### config.mk
export PLATFORM = sky130hd
export DESIGN_NAME = hit_cluster_builder_top
export DESIGN_NICKNAME = d
export VERILOG_FILES = /design/src/sv/hcb_pkg.sv /design/src/sv/hcb_ram.sv /design/src/sv/hcb_datapath.sv /design/src/sv/hcb_ctrl.sv /design/src/sv/hit_cluster_builder_top.sv
export SDC_FILE = /design/constraint.sdc
export NUM_CORES = 2
export LEC_CHECK = 0
export ABC_AREA = 1
export BUFFER_PORTS_ARGS = -buffer_cell sky130_fd_sc_hd__buf_2
export CAP_MARGIN = 5
export CORE_MARGIN = 4
export CORE_UTILIZATION = 35
export DETAILED_ROUTE_END_ITERATION = 10
export SYNTH_ARGS = -nofsm -noshare
export SYNTH_HDL_FRONTEND = slang
export SYNTH_SLANG_ARGS = --single-unit
export TNS_END_PERCENT = 1
### constraint.sdc
create_clock -name clk_i -period 19 [get_ports clk_i]
set_input_delay 4.75 -clock clk_i [delete_from_list [all_inputs] [get_ports clk_i]]
set_output_delay 4.75 -clock clk_i [all_outputs]
set_load 0.02 [all_outputs]
### src/sv/hcb_pkg.sv
// types and constants of the hit cluster builder
package hcb_pkg;

  localparam int MaxMembers = 32;
  localparam int DeadN      = 5;
  localparam int PadW       = 8;
  localparam int ChargeW    = 12;
  localparam int TimeW      = 32;
  localparam int TotalW     = 18;
  localparam int CntW       = 6;
  localparam int AddrW      = $clog2(MaxMembers);
  localparam int CfgIdxW    = 3;
  localparam int CfgDataW   = 16;
  localparam int EntryW     = PadW + ChargeW;

  typedef struct packed {
    logic [PadW-1:0]    hit_pad;
    logic [ChargeW-1:0] hit_charge;
    logic [TimeW-1:0]   hit_time;
  } hit_t;

  typedef struct packed {
    logic [8:0]        median_pad_half;
    logic [TotalW-1:0] total_charge;
    logic [CntW-1:0]   member_count;
    logic [2:0]        filled_count;
    logic              overflow_flag;
  } result_t;

  typedef enum logic [CfgIdxW-1:0] {
    CfgPosThr, CfgTimeThr, CfgMinSize, CfgDeadA, CfgDeadB, CfgDeadC, CfgDeadD, CfgDeadE
  } cfg_idx_e;

  typedef enum logic [3:0] {
    OpNone, OpInit, OpScan, OpNb, OpFill, OpSelInit, OpCnt, OpBitEnd, OpFinish
  } op_e;

  typedef struct packed {
    op_e              op;
    logic [AddrW-1:0] addr;
    logic [2:0]       bitsel;
  } cmd_t;

  typedef struct packed {
    logic            brk;
    logic [CntW-1:0] n;
    logic            fill_en;
    logic            out_free;
  } status_t;

endpackage

### src/sv/hcb_ram.sv
// generic single-port-write ram with registered read
module hcb_ram #(
  parameter int Width = 8,
  parameter int Depth = 32
) (
  input  logic                     clk_i,
  input  logic                     we_i,
  input  logic [$clog2(Depth)-1:0] waddr_i,
  input  logic [Width-1:0]         wdata_i,
  input  logic [$clog2(Depth)-1:0] raddr_i,
  output logic [Width-1:0]         rdata_o
);
  logic [Width-1:0] mem_q [Depth];

  always_ff @(posedge clk_i) begin
    if (we_i) begin
      mem_q[waddr_i] <= wdata_i;
    end
    rdata_o <= mem_q[raddr_i];
  end
endmodule

### src/sv/hcb_datapath.sv
// cluster store, configuration registers, accumulators and result register
module hcb_datapath (
  input  logic                           clk_i,
  input  logic                           rst_ni,
  input  logic                           in_fire_i,
  input  hcb_pkg::hit_t                  in_data_i,
  input  logic                           cfg_we_i,
  input  logic [hcb_pkg::CfgIdxW-1:0]    cfg_idx_i,
  input  logic [hcb_pkg::CfgDataW-1:0]   cfg_data_i,
  input  hcb_pkg::cmd_t                  cmd_i,
  output hcb_pkg::status_t               status_o,
  output logic                           out_valid_o,
  input  logic                           out_ready_i,
  output hcb_pkg::result_t               out_data_o
);
  import hcb_pkg::*;

  logic [PadW-1:0]   pos_thr_q;
  logic [15:0]       time_thr_q;
  logic [CntW-1:0]   min_size_q;
  logic [PadW-1:0]   dead_q [DeadN];

  logic              seen_q, dropped_q;
  logic [CntW-1:0]   total_q;
  logic [PadW-1:0]   last_pad_q;
  logic [TimeW-1:0]  last_time_q;
  hit_t              pend_q;
  cmd_t              cmd_q;

  logic [TotalW-1:0] sum_q;
  logic [CntW-1:0]   knz_q;
  logic [DeadN-1:0]  pres_q;
  logic [PadW-1:0]   pad0_q;
  logic [ChargeW-1:0] prev_q;
  logic [2:0]        fcnt_q;
  logic [PadW-1:0]   fpad_q [DeadN];
  logic [CntW-1:0]   r_lo_q, r_hi_q, c_lo_q, c_hi_q;
  logic [PadW-1:0]   pre_lo_q, pre_hi_q;

  logic              out_valid_q;
  result_t           out_q;

  logic [PadW-1:0]    pad_diff;
  logic [TimeW-1:0]   time_diff;
  logic               join_hit;
  logic               ram_we;
  logic [AddrW-1:0]   ram_waddr;
  logic [EntryW-1:0]  ram_wdata, ram_rdata;
  logic [PadW-1:0]    rd_pad;
  logic [ChargeW-1:0] rd_chg;

  logic [PadW-1:0]    bestd, dd;
  logic [PadW-1:0]    best;
  logic [2:0]         best_i;
  logic               dup, fill_take;
  logic [ChargeW:0]   fill_sum;
  logic [PadW-1:0]    hmask;
  logic               el_lo, el_hi;
  logic [CntW-1:0]    fc_lo, fc_hi, t_lo, t_hi;
  logic [8:0]         med;

  function automatic logic [TotalW-1:0] sat_add(logic [TotalW-1:0] a, logic [ChargeW-1:0] c);
    logic [TotalW:0] s;
    s = {1'b0, a} + {{(TotalW + 1 - ChargeW){1'b0}}, c};
    return s[TotalW] ? {TotalW{1'b1}} : s[TotalW-1:0];
  endfunction

  assign pad_diff  = (in_data_i.hit_pad >= last_pad_q) ? in_data_i.hit_pad - last_pad_q
                                                       : last_pad_q - in_data_i.hit_pad;
  assign time_diff = (in_data_i.hit_time >= last_time_q) ? in_data_i.hit_time - last_time_q
                                                         : last_time_q - in_data_i.hit_time;
  assign join_hit  = (pad_diff <= pos_thr_q) && (time_diff <= {16'b0, time_thr_q});

  always_comb begin
    ram_we    = 1'b0;
    ram_waddr = '0;
    ram_wdata = {in_data_i.hit_pad, in_data_i.hit_charge};
    if (in_fire_i && !seen_q) begin
      ram_we = 1'b1;
    end else if (in_fire_i && join_hit && (total_q < CntW'(MaxMembers))) begin
      ram_we    = 1'b1;
      ram_waddr = total_q[AddrW-1:0];
    end else if (cmd_q.op == OpFinish) begin
      ram_we    = 1'b1;
      ram_wdata = {pend_q.hit_pad, pend_q.hit_charge};
    end
  end

  hcb_ram #(.Width(EntryW), .Depth(MaxMembers)) u_store (
    .clk_i   (clk_i),
    .we_i    (ram_we),
    .waddr_i (ram_waddr),
    .wdata_i (ram_wdata),
    .raddr_i (cmd_i.addr),
    .rdata_o (ram_rdata)
  );

  assign rd_pad = ram_rdata[EntryW-1:ChargeW];
  assign rd_chg = ram_rdata[ChargeW-1:0];

  // nearest dead pad, ties to the earlier register
  always_comb begin
    best   = dead_q[0];
    best_i = '0;
    bestd  = (rd_pad >= dead_q[0]) ? rd_pad - dead_q[0] : dead_q[0] - rd_pad;
    for (int i = 1; i < DeadN; i++) begin
      dd = (rd_pad >= dead_q[i]) ? rd_pad - dead_q[i] : dead_q[i] - rd_pad;
      if (dd < bestd) begin
        bestd  = dd;
        best   = dead_q[i];
        best_i = 3'(i);
      end
    end
    dup = 1'b0;
    for (int m = 0; m < DeadN; m++) begin
      if ((3'(m) < fcnt_q) && (fpad_q[m] == best)) dup = 1'b1;
    end
    fill_take = (bestd <= PadW'(1)) && !pres_q[best_i] && !dup;
  end

  assign fill_sum = {1'b0, rd_chg} + {1'b0, prev_q};

  // radix select: bits above the current one must match the prefix
  assign hmask = ~(8'hFF >> (3'd7 - cmd_q.bitsel));
  assign el_lo = (rd_pad != '0) && (((rd_pad ^ pre_lo_q) & hmask) == '0) && !rd_pad[cmd_q.bitsel];
  assign el_hi = (rd_pad != '0) && (((rd_pad ^ pre_hi_q) & hmask) == '0) && !rd_pad[cmd_q.bitsel];

  always_comb begin
    fc_lo = '0;
    fc_hi = '0;
    for (int m = 0; m < DeadN; m++) begin
      if ((3'(m) < fcnt_q) && (fpad_q[m] != '0) && !fpad_q[m][cmd_q.bitsel]) begin
        if (((fpad_q[m] ^ pre_lo_q) & hmask) == '0) fc_lo = fc_lo + 1'b1;
        if (((fpad_q[m] ^ pre_hi_q) & hmask) == '0) fc_hi = fc_hi + 1'b1;
      end
    end
    t_lo = c_lo_q + fc_lo;
    t_hi = c_hi_q + fc_hi;
  end

  always_comb begin
    if (total_q == CntW'(1)) begin
      med = {pad0_q, 1'b0};
    end else if (knz_q == '0) begin
      med = '0;
    end else begin
      med = {1'b0, pre_lo_q} + {1'b0, pre_hi_q};
    end
  end

  always_ff @(posedge clk_i or negedge rst_ni) begin
    if (!rst_ni) begin
      pos_thr_q   <= PadW'(10);
      time_thr_q  <= 16'd500;
      min_size_q  <= CntW'(4);
      dead_q[0]   <= PadW'(17);
      dead_q[1]   <= PadW'(19);
      dead_q[2]   <= PadW'(21);
      dead_q[3]   <= PadW'(74);
      dead_q[4]   <= PadW'(160);
      seen_q      <= 1'b0;
      dropped_q   <= 1'b0;
      total_q     <= '0;
      last_pad_q  <= '0;
      last_time_q <= '0;
      cmd_q       <= '{op: OpNone, addr: '0, bitsel: '0};
      out_valid_q <= 1'b0;
    end else begin
      cmd_q <= cmd_i;
      if (cfg_we_i) begin
        unique case (cfg_idx_e'(cfg_idx_i))
          CfgPosThr:  pos_thr_q  <= cfg_data_i[PadW-1:0];
          CfgTimeThr: time_thr_q <= cfg_data_i;
          CfgMinSize: min_size_q <= cfg_data_i[CntW-1:0];
          CfgDeadA:   dead_q[0]  <= cfg_data_i[PadW-1:0];
          CfgDeadB:   dead_q[1]  <= cfg_data_i[PadW-1:0];
          CfgDeadC:   dead_q[2]  <= cfg_data_i[PadW-1:0];
          CfgDeadD:   dead_q[3]  <= cfg_data_i[PadW-1:0];
          CfgDeadE:   dead_q[4]  <= cfg_data_i[PadW-1:0];
          default: ;
        endcase
      end
      if (out_valid_q && out_ready_i) out_valid_q <= 1'b0;
      if (in_fire_i) begin
        last_pad_q  <= in_data_i.hit_pad;
        last_time_q <= in_data_i.hit_time;
        if (!seen_q) begin
          seen_q    <= 1'b1;
          total_q   <= CntW'(1);
          dropped_q <= 1'b0;
        end else if (join_hit) begin
          if (total_q < CntW'(MaxMembers)) total_q <= total_q + 1'b1;
          else dropped_q <= 1'b1;
        end
      end
      if (cmd_q.op == OpFinish) begin
        out_valid_q <= 1'b1;
        total_q     <= CntW'(1);
        dropped_q   <= 1'b0;
      end
    end
  end

  // accumulators and payload, no reset needed
  always_ff @(posedge clk_i) begin
    if (in_fire_i) pend_q <= in_data_i;
    case (cmd_q.op)
      OpInit: begin
        sum_q  <= '0;
        knz_q  <= '0;
        pres_q <= '0;
        fcnt_q <= '0;
      end
      OpScan: begin
        sum_q <= sat_add(sum_q, rd_chg);
        if (rd_pad != '0) knz_q <= knz_q + 1'b1;
        if (cmd_q.addr == '0) pad0_q <= rd_pad;
        for (int i = 0; i < DeadN; i++) begin
          if (rd_pad == dead_q[i]) pres_q[i] <= 1'b1;
        end
      end
      OpNb: prev_q <= rd_chg;
      OpFill: begin
        prev_q <= rd_chg;
        if (fill_take) begin
          fpad_q[fcnt_q] <= best;
          fcnt_q         <= fcnt_q + 1'b1;
          sum_q          <= sat_add(sum_q, fill_sum[ChargeW:1]);
          if (best != '0) knz_q <= knz_q + 1'b1;
        end
      end
      OpSelInit: begin
        r_hi_q   <= knz_q >> 1;
        r_lo_q   <= knz_q[0] ? (knz_q >> 1) : (knz_q >> 1) - 1'b1;
        pre_lo_q <= '0;
        pre_hi_q <= '0;
        c_lo_q   <= '0;
        c_hi_q   <= '0;
      end
      OpCnt: begin
        if (el_lo) c_lo_q <= c_lo_q + 1'b1;
        if (el_hi) c_hi_q <= c_hi_q + 1'b1;
      end
      OpBitEnd: begin
        if (r_lo_q >= t_lo) begin
          pre_lo_q[cmd_q.bitsel] <= 1'b1;
          r_lo_q <= r_lo_q - t_lo;
        end
        if (r_hi_q >= t_hi) begin
          pre_hi_q[cmd_q.bitsel] <= 1'b1;
          r_hi_q <= r_hi_q - t_hi;
        end
        c_lo_q <= '0;
        c_hi_q <= '0;
      end
      OpFinish: begin
        out_q.median_pad_half <= med;
        out_q.total_charge    <= sum_q;
        out_q.member_count    <= total_q + CntW'(fcnt_q);
        out_q.filled_count    <= fcnt_q;
        out_q.overflow_flag   <= dropped_q;
      end
      default: ;
    endcase
  end

  assign status_o.brk      = seen_q && !join_hit;
  assign status_o.n        = total_q;
  assign status_o.fill_en  = (total_q >= CntW'(2)) && (total_q >= min_size_q);
  assign status_o.out_free = !out_valid_q || out_ready_i;
  assign out_valid_o       = out_valid_q;
  assign out_data_o        = out_q;
endmodule

### src/sv/hcb_ctrl.sv
// sequencer for the cluster close: scan, dead pad fill, median select, result
module hcb_ctrl (
  input  logic             clk_i,
  input  logic             rst_ni,
  input  logic             in_valid_i,
  output logic             in_ready_o,
  input  hcb_pkg::status_t status_i,
  output hcb_pkg::cmd_t    cmd_o
);
  import hcb_pkg::*;

  typedef enum logic [2:0] {
    SIdle, SScan, SFill, SSelInit, SSelCnt, SSelEnd, SOut, SWrap
  } state_e;

  state_e          state_q;
  logic [CntW-1:0] idx_q;
  logic [2:0]      bit_q;
  logic            nb_q;
  logic            last_idx;

  assign last_idx   = (idx_q == status_i.n - 1'b1);
  assign in_ready_o = (state_q == SIdle);

  always_comb begin
    cmd_o = '{op: OpNone, addr: idx_q[AddrW-1:0], bitsel: bit_q};
    unique case (state_q)
      SIdle:    if (in_valid_i && status_i.brk) cmd_o.op = OpInit;
      SScan:    cmd_o.op = OpScan;
      SFill: begin
        if (nb_q) begin
          cmd_o.op   = OpNb;
          cmd_o.addr = AddrW'(1);
        end else begin
          cmd_o.op = OpFill;
        end
      end
      SSelInit: cmd_o.op = OpSelInit;
      SSelCnt:  cmd_o.op = OpCnt;
      SSelEnd:  cmd_o.op = OpBitEnd;
      SOut:     if (status_i.out_free) cmd_o.op = OpFinish;
      SWrap:    cmd_o.op = OpNone;
      default:  cmd_o.op = OpNone;
    endcase
  end

  always_ff @(posedge clk_i or negedge rst_ni) begin
    if (!rst_ni) begin
      state_q <= SIdle;
      idx_q   <= '0;
      bit_q   <= '0;
      nb_q    <= 1'b0;
    end else begin
      unique case (state_q)
        SIdle: begin
          if (in_valid_i && status_i.brk) begin
            state_q <= SScan;
            idx_q   <= '0;
          end
        end
        SScan: begin
          if (last_idx) begin
            idx_q   <= '0;
            nb_q    <= 1'b1;
            state_q <= status_i.fill_en ? SFill : SSelInit;
          end else begin
            idx_q <= idx_q + 1'b1;
          end
        end
        SFill: begin
          // first member's neighbour is read ahead of it
          if (nb_q) begin
            nb_q <= 1'b0;
          end else if (last_idx) begin
            idx_q   <= '0;
            state_q <= SSelInit;
          end else begin
            idx_q <= idx_q + 1'b1;
          end
        end
        SSelInit: begin
          idx_q   <= '0;
          bit_q   <= 3'd7;
          state_q <= SSelCnt;
        end
        SSelCnt: begin
          if (last_idx) state_q <= SSelEnd;
          else idx_q <= idx_q + 1'b1;
        end
        SSelEnd: begin
          idx_q <= '0;
          if (bit_q == '0) begin
            state_q <= SOut;
          end else begin
            bit_q   <= bit_q - 1'b1;
            state_q <= SSelCnt;
          end
        end
        SOut:  if (status_i.out_free) state_q <= SWrap;
        SWrap: state_q <= SIdle;
        default: state_q <= SIdle;
      endcase
    end
  end
endmodule

### src/sv/hit_cluster_builder_top.sv
// Hit cluster builder: hits that lie within the pad and time thresholds of the previous hit
// form a cluster; a hit outside them closes the cluster and emits one result beat, then seeds
// the next cluster. A hit that joins or seeds is taken at once. A hit that closes a cluster
// of n stored members (n up to 32) is taken at once and holds off the next hit while the
// member scan, the dead pad fill when it applies, and the eight bit passes of the median select
// each walk the member store through its single read port. The result sits in an output
// register, so the next hit is taken while it waits; a later close stalls at its end until that
// register is free.
module hit_cluster_builder_top (
  input  logic                         clk_i,
  input  logic                         rst_ni,
  input  logic                         in_valid_i,
  output logic                         in_ready_o,
  input  hcb_pkg::hit_t                in_data_i,
  output logic                         out_valid_o,
  input  logic                         out_ready_i,
  output hcb_pkg::result_t             out_data_o,
  input  logic                         cfg_we_i,
  input  logic [hcb_pkg::CfgIdxW-1:0]  cfg_idx_i,
  input  logic [hcb_pkg::CfgDataW-1:0] cfg_data_i
);
  import hcb_pkg::*;

  cmd_t    cmd;
  status_t status;

  hcb_ctrl u_ctrl (
    .clk_i      (clk_i),
    .rst_ni     (rst_ni),
    .in_valid_i (in_valid_i),
    .in_ready_o (in_ready_o),
    .status_i   (status),
    .cmd_o      (cmd)
  );

  hcb_datapath u_dp (
    .clk_i       (clk_i),
    .rst_ni      (rst_ni),
    .in_fire_i   (in_valid_i && in_ready_o),
    .in_data_i   (in_data_i),
    .cfg_we_i    (cfg_we_i),
    .cfg_idx_i   (cfg_idx_i),
    .cfg_data_i  (cfg_data_i),
    .cmd_i       (cmd),
    .status_o    (status),
    .out_valid_o (out_valid_o),
    .out_ready_i (out_ready_i),
    .out_data_o  (out_data_o)
  );
endmodule

# Yosys cells after proc, flatten, opt, wreduce, memory -nomap -nowiden
# Memories as Yosys holds them, arrays and structs flattened. A register that Yosys moved wholly into a read port is not among the register bits.
# Cells that the tools add are included.
# word_totals
romBits	0
register_bits	293
elab_cells	448
inputBits	76
n_memories	2
latchBits	0
ram_bits	680
# classes
mul	0
addsub	41
n_lt_le_gt_ge	27
bitwise_logic	27
div	0
n_eq_ne	57
reduce_logical	108
shift	1
n_mux	140
# memory_table
memory	words	word_bits	rd	rd_clocked_by_memory_dff	wr	line	rtl
u_dp.u_store.mem_q	32	20	1	1	1	hcb_ram.sv:13	logic [Width-1:0] mem_q [Depth];
u_dp.fpad_q	5	8	5	0	1	hcb_datapath.sv:36	logic [PadW-1:0] fpad_q [DeadN];
# ops
operator	n
$mux 6	35
$mux 8	16
$and 8x8->8	12
$logic_not 8->1	12
$sub 8x8->8	12
$xor 8x8->8	12
$eq 8x8->1	10
$add 6x1->6 const B	13
$sub 32x32->32	2
$mux 20	3
$reduce_bool 8->1	7
$mux 18	3
$pmux 18 s3	1
$ge 8x8->1	6
$pmux 6 s2	4
$reduce_and 2->1	22
$mux 1	39
$add 18x12->19	2
$ge 32x32->1	1
$le 32x16->1	1
$lt 8x8->1	4
$mux 32	1
$ne 2x1->1 const B	16
$pmux 4 s8	1
other kinds (61)	166

# Longest topological paths before layout
# depth
word_depth	23
mapped_depth	64

# Hierarchy
# From an unflattened synthesis, not the netlist that was laid out.
# hier_totals
hier_cells	6037
area_unflattened_um2	55066.6
# modules_own_cells
module	area_each_um2	n_inst	cells_each	seq_area_each_um2
hcb_datapath	27453.8	1	3646	8981.1
hcb_ram	26519.2	1	2230	19618.8
hcb_ctrl	1086.0	1	159	325.3
hit_cluster_builder_top	7.5	1	2	0.0

# Least setup slack after synthesis
# Ideal clock, no wire load.
# synth_path
path_type	in2reg
startpoint	input in_data_i[0] (netlist name)
endpoint	memory u_dp.u_store.mem_q[0][12] (netlist name) (data pin)
path_slack_ps	8140
arrival_ps	10483
path_stages	31
setup_time_ps	377
path_cell_list	inv_1 -> ha_1 -> inv_1 -> fa_1 -> a31oi_1 -> o21ai_1 -> nand2_1 -> nand2_1 -> nand2_1 -> nand3_1 -> buf_2 -> buf_2 -> clkbuf_1 -> o21ai_0 -> xor2_1 -> inv_1 -> ha_1 -> nand2_1 -> inv_1 -> a221oi_1 -> o221ai_1 -> a221oi_1 -> o21ai_0 -> nor4_1 -> nand4_1 -> nor3_1 -> inv_1 -> nand3_1 -> buf_2 -> nor2_1 -> a21oi_1
# synth_via
elab_chain_len	8
elab_cells_between_ends	10
cone_classes	add/sub: 2; order compare: 2; mux: 3; reduce/logical: 3
# synth_rtl
item	line	rtl
start, declared	hit_cluster_builder_top.sv:14	input hcb_pkg::hit_t in_data_i,
$sub 32x32->32 (tied with other cells)	hcb_datapath.sv:71	: last_time_q - in_data_i.hit_time;
$mux 32 (*)	hcb_datapath.sv:70	assign time_diff = (in_data_i.hit_time >= last_time_q) ? in_data_i.hit_time - last_time_q
$le 32x16->1 (*)	hcb_datapath.sv:72	assign join_hit = (pad_diff <= pos_thr_q) && (time_diff <= {16'b0, time_thr_q});
$logic_and 1x1->1 (*)	hcb_datapath.sv:72	
$logic_and 1x1->1 (*) (2 in a row)	hcb_datapath.sv:80	end else if (in_fire_i && join_hit && (total_q < CntW'(MaxMembers))) begin
$mux 20 (*)	hcb_datapath.sv:80	
$mux 20 (*)	hcb_datapath.sv:78	if (in_fire_i && !seen_q) begin
via u_dp.ram_wdata[12]	hcb_datapath.sv:48	logic [EntryW-1:0] ram_wdata, ram_rdata;
end, declared	hcb_ram.sv:13	
# The timed path passes the listed nets; every way through them passes the cells marked *.

# Worst setup path in the final report
# layout_path
startpoint	register u_dp.u_store.rdata_o[14], read port of u_dp.u_store.mem_q
endpoint	register u_dp.sum_q[13], enable pin
# layout_via
elab_chain_len	21
elab_cells_between_ends	60
cone_classes	add/sub: 10; order compare: 10; eq/ne: 6; mux: 24; reduce/logical: 10
# layout_rtl
item	line	rtl
start, declared	hcb_ram.sv:11	output logic [Width-1:0] rdata_o
$sub 8x8->8 (tied with other cells)	hcb_datapath.sv:107	dd = (rd_pad >= dead_q[i]) ? rd_pad - dead_q[i] : dead_q[i] - rd_pad;
$mux 8, on equally long branches	hcb_datapath.sv:107, hcb_datapath.sv:105	
$lt 8x8->1	hcb_datapath.sv:108	if (dd < bestd) begin
$mux 8	hcb_datapath.sv:108	
$lt 8x8->1	hcb_datapath.sv:108	
$mux 8	hcb_datapath.sv:108	
$lt 8x8->1	hcb_datapath.sv:108	
$mux 8	hcb_datapath.sv:108	
[... 2 more ...]	-	
via u_dp.best[6]	hcb_datapath.sv:53	logic [PadW-1:0] best;
$eq 8x8->1	hcb_datapath.sv:116	if ((3'(m) < fcnt_q) && (fpad_q[m] == best)) dup = 1'b1;
$logic_and 1x1->1	hcb_datapath.sv:116	
$mux 1 (4 in a row)	hcb_datapath.sv:116	
$mux 1 (*)	hcb_datapath.sv:116	
$logic_not 1->1 (*)	hcb_datapath.sv:118	fill_take = (bestd <= PadW'(1)) && !pres_q[best_i] && !dup;
$logic_and 1x1->1 (*)	hcb_datapath.sv:118	
$ne 2x1->1 (no line) (*)	-	
$reduce_and 2->1 (no line) (*)	-	
end signal, assigned	hcb_datapath.sv:215	sum_q <= sat_add(sum_q, rd_chg);
end signal, assigned	hcb_datapath.sv:228	sum_q <= sat_add(sum_q, fill_sum[ChargeW:1]);
end, declared	hcb_datapath.sv:30	logic [TotalW-1:0] sum_q;
# The timed path passes the listed nets; every way through them passes the cells marked *. The select of a mux whose other input is x is not followed.
# A chain may end at the register's enable or synchronous reset.

==> impl_metrics.json <==
{
  "max_stage_delay_ns": 0.90,
  "path_buf_inv": 3,
  "num_vias": 41230,
  "whs_endpoint": "u_dp.cmd_q[2]$_DFF_PN0_",
  "cp_common_cell": "nand2_1",
  "start_kind": "flop",
  "setup_violations": 0,
  "timing.final.max_slew_violations": 0,
  "routed_wl_um": 162400,
  "h-tree-depth": 3,
  "power.density_mw_per_mm2": 114.2,
  "synthArstFlopShare": 0.1450,
  "grt_pass1_vias": 39150,
  "finalHoldViolCount": 0,
  "synth_top_area_cell": "edfxtp_1",
  "grt.total_usage": 0.1992,
  "io_buffer_count": 114,
  "yosys_most_used_dff": "edfxtp_1",
  "fin_tns_setup_ns": 0,
  "grt_max_degree": 200,
  "clockRootBuffer": "clkbuf_16",
  "postRouteAntennaNets": 0,
  "drive_above_1_share": 0.08570,
  "drtIter0Drc": 3881,
  "die_w_um": 398.3,
  "rr_endpoint": "u_dp.sum_q[13]$_DFFE_PP_",
  "synthCells": 5470,
  "fin_ws_ns": 6.496,
  "r2r_start": "u_dp.u_store.rdata_o[14]$_DFF_P_",
  "yosys_warnings": 0,
  "num_rows": 142,
  "synth_area_mm2": 0.05331,
  "p_leak_nw": 23.21,
  "period_share": 0.6581,
  "clk_pin_slew_ns": 0.06,
  "dieArea_mm2": 0.1586,
  "regArea_mm2": 0.02893,
  "worstSetupPathType": "flop to flop",
  "worst_ir_drop_vdd_uv": 207.1,
  "synth-edff-count": 829,
  "yosys-top-cells-count": "829 x edfxtp_1, 760 x o21ai_0, 661 x nor2_1, 644 x nand2_1, 594 x inv_1",
  "status": "finished clean",
  "clock-sinks": 993,
  "post-cts-setup-buffer-count": 0,
  "gp_congestion": 0.9953,
  "start_util": 0.3538,
  "viasPerCell": 5.382,
  "synth.distinct_cells": 68,
  "hold_buffers": 0,
  "fin_nets": 5942,
  "r2r_slack_ns": 6.50,
  "synth_area_leaders": "edfxtp_1 47%, o21ai_0 7.1%, ha_1 6.9%",
  "clk_latency_ns": 0.76,
  "yosysMostFrequentCell": "edfxtp_1",
  "cts_tree": "built",
  "cts_resized": 0,
  "ys_seq_area_frac": 0.5426,
  "min_path_type": "flop to flop",
  "preCtsSetupSlack_ns": 6.222,
  "netlist.area_leader.share": 0.4670,
  "cp.required_ns": 19.24,
  "drcViolationCount": 0,
  "end_kind": "flop",
  "dp_hpwl_um": 109600,
  "holdPathStages": 0,
  "fin_worst_skew_ns": 0.06099,
  "ioPinCount": 115,
  "design.core.area_mm2": 0.1507,
  "worst_path_max_delay_cell": "a211oi_2",
  "cts_buffer_depth": 3,
  "cts_buffers": 103,
  "hp-start": "u_ctrl.bit_q[2]$_DFFE_PN0P_",
  "max_slew_margin": 0.1271,
  "rr_worst_depth": 48,
  "critPathArrivalTime_ns": 12.75,
  "grt_overflow": 0,
  "critical-path-top-delay-family": "simple AND/OR/NAND/NOR gates",
  "antenna_found_initial": 11,
  "maxCapViolCount": 0,
  "grt_pass1_wl_um": 243100,
  "syn_to_final_growth_pct": 11.92,
  "cp_max_fo": 33,
  "worstMarginPinSlew_ns": 1.299,
  "synth_seq_cells": 993,
  "fmax_ghz": 0.07997,
  "drtPass1Iterations": 6,
  "syn_area_per_cell_um2": 9.745,
  "fin_crit_ns": 12.50,
  "die_h_um": 398.3,
  "fill_cells": 14810,
  "syn_nets": 5865,
  "rsz0062_at_grt": "no",
  "wl_per_cell_um": 21.20,
  "multi_input_area_mm2": 0.02144
}
-- worst max-delay path by stage --
stage,startpoint,to,cells after the start
floorplan,in_data_i[0],u_dp.u_store.mem_q[0][12]$_DFFE_PP_,31
global placement,in_data_i[0],u_dp.u_store.mem_q[28][18]$_DFFE_PP_,28
detailed placement,in_data_i[0],u_dp.u_store.mem_q[31][18]$_DFFE_PP_,28
CTS,u_dp.u_store.rdata_o[12]$_DFF_P_,u_dp.sum_q[13]$_DFFE_PP_,50
global route,u_dp.u_store.rdata_o[14]$_DFF_P_,u_dp.sum_q[12]$_DFFE_PP_,48
finish,u_dp.u_store.rdata_o[14]$_DFF_P_,u_dp.sum_q[13]$_DFFE_PP_,48
-- cell usage in the layout, fill, tap and decap left out, types with 104 or more instances in the layout --
cell       instances
nand3_1          157
inv_1            589
nor2_1           625
dfrtp_1          122
buf_2            113
nand2_1          644
a21oi_1          351
edfxtp_1         829
clkbuf_16        104
ha_1             296
o21ai_0          759
-- final cells by class --
cell class                      count  area share
Antenna cell                        9   0.0003775
Clock inverter                     70     0.01139
Timing Repair Buffer              181     0.01852
Multi-Input combinational cell   3665      0.3594
Inverter                          603     0.03815
Sequential cell                   993      0.4848
Tap cell                         2016     0.04228
Clock buffer                      124     0.04505
-- layer usage --
layer,track usage,up-vias,part of all wire,wire [µm]
li1,-,19400,-,-
met4,0.06127,0,0.033,5381
met1,0.2743,19950,0.44,70930
met3,0.03741,276,0.074,11950
met5,0,-,0,0
met2,0.3187,1606,0.46,74170
-- stage by stage --
| stage | instances | utilization | power (mW) | hold WS, ns | cell area (µm²) |
|---|---|---|---|---|---|
| 2_1_floorplan | 5470 | - | 4.290 | 0.3741 | 53310 |
| 3_3_place_gp | 7458 | 0.3735 | 4.766 | 0.3873 | 56270 |
| 3_5_place_dp | 7458 | 0.3735 | 4.791 | 0.3981 | 56270 |
| 4_1_cts | 7652 | 0.3958 | 6.822 | 0.4125 | 59640 |
| 5_1_grt | 7656 | 0.3959 | 7.237 | 0.4307 | 59650 |
| 6_report | 7661 | 0.3960 | 6.814 | 0.4141 | 59660 |
-- state kept, by name, summed over array words and instances (netlist names), 16 cells and up --
signal                cells
u_dp.u_store.mem_q      640
u_dp.dead_q              40
u_dp.fpad_q              40
u_dp.out_data_o          37
u_dp.last_time_q         32
u_dp.pend_q              20
u_dp.u_store.rdata_o     20
u_dp.sum_q               18
u_dp.time_thr_q          16
-- power by group --
group / internal, mW / total (mW) / switching [mW]
clock network: 1.14 / 2.03 / 0.894
logic: 0.668 / 2.26 / 1.60
registers: 2.49 / 2.52 / 0.0277
-- cell families (layout without fill, tap and decap cells) --
kind of cell	count (synthesis)	after routing	share of synthesized area
flip-flops	993	993	0.5426
multiplexers	33	33	0.006666
other	0	9	0
buffers and inverters	812	978	0.05802
adder cells (fa/ha/maj)	319	319	0.07811
AND/OR/NAND/NOR	1636	1636	0.1273
AO/OA/AOI/OAI	1534	1534	0.1638
XOR/XNOR	143	143	0.02349
(Power assumes the default switching activity.)
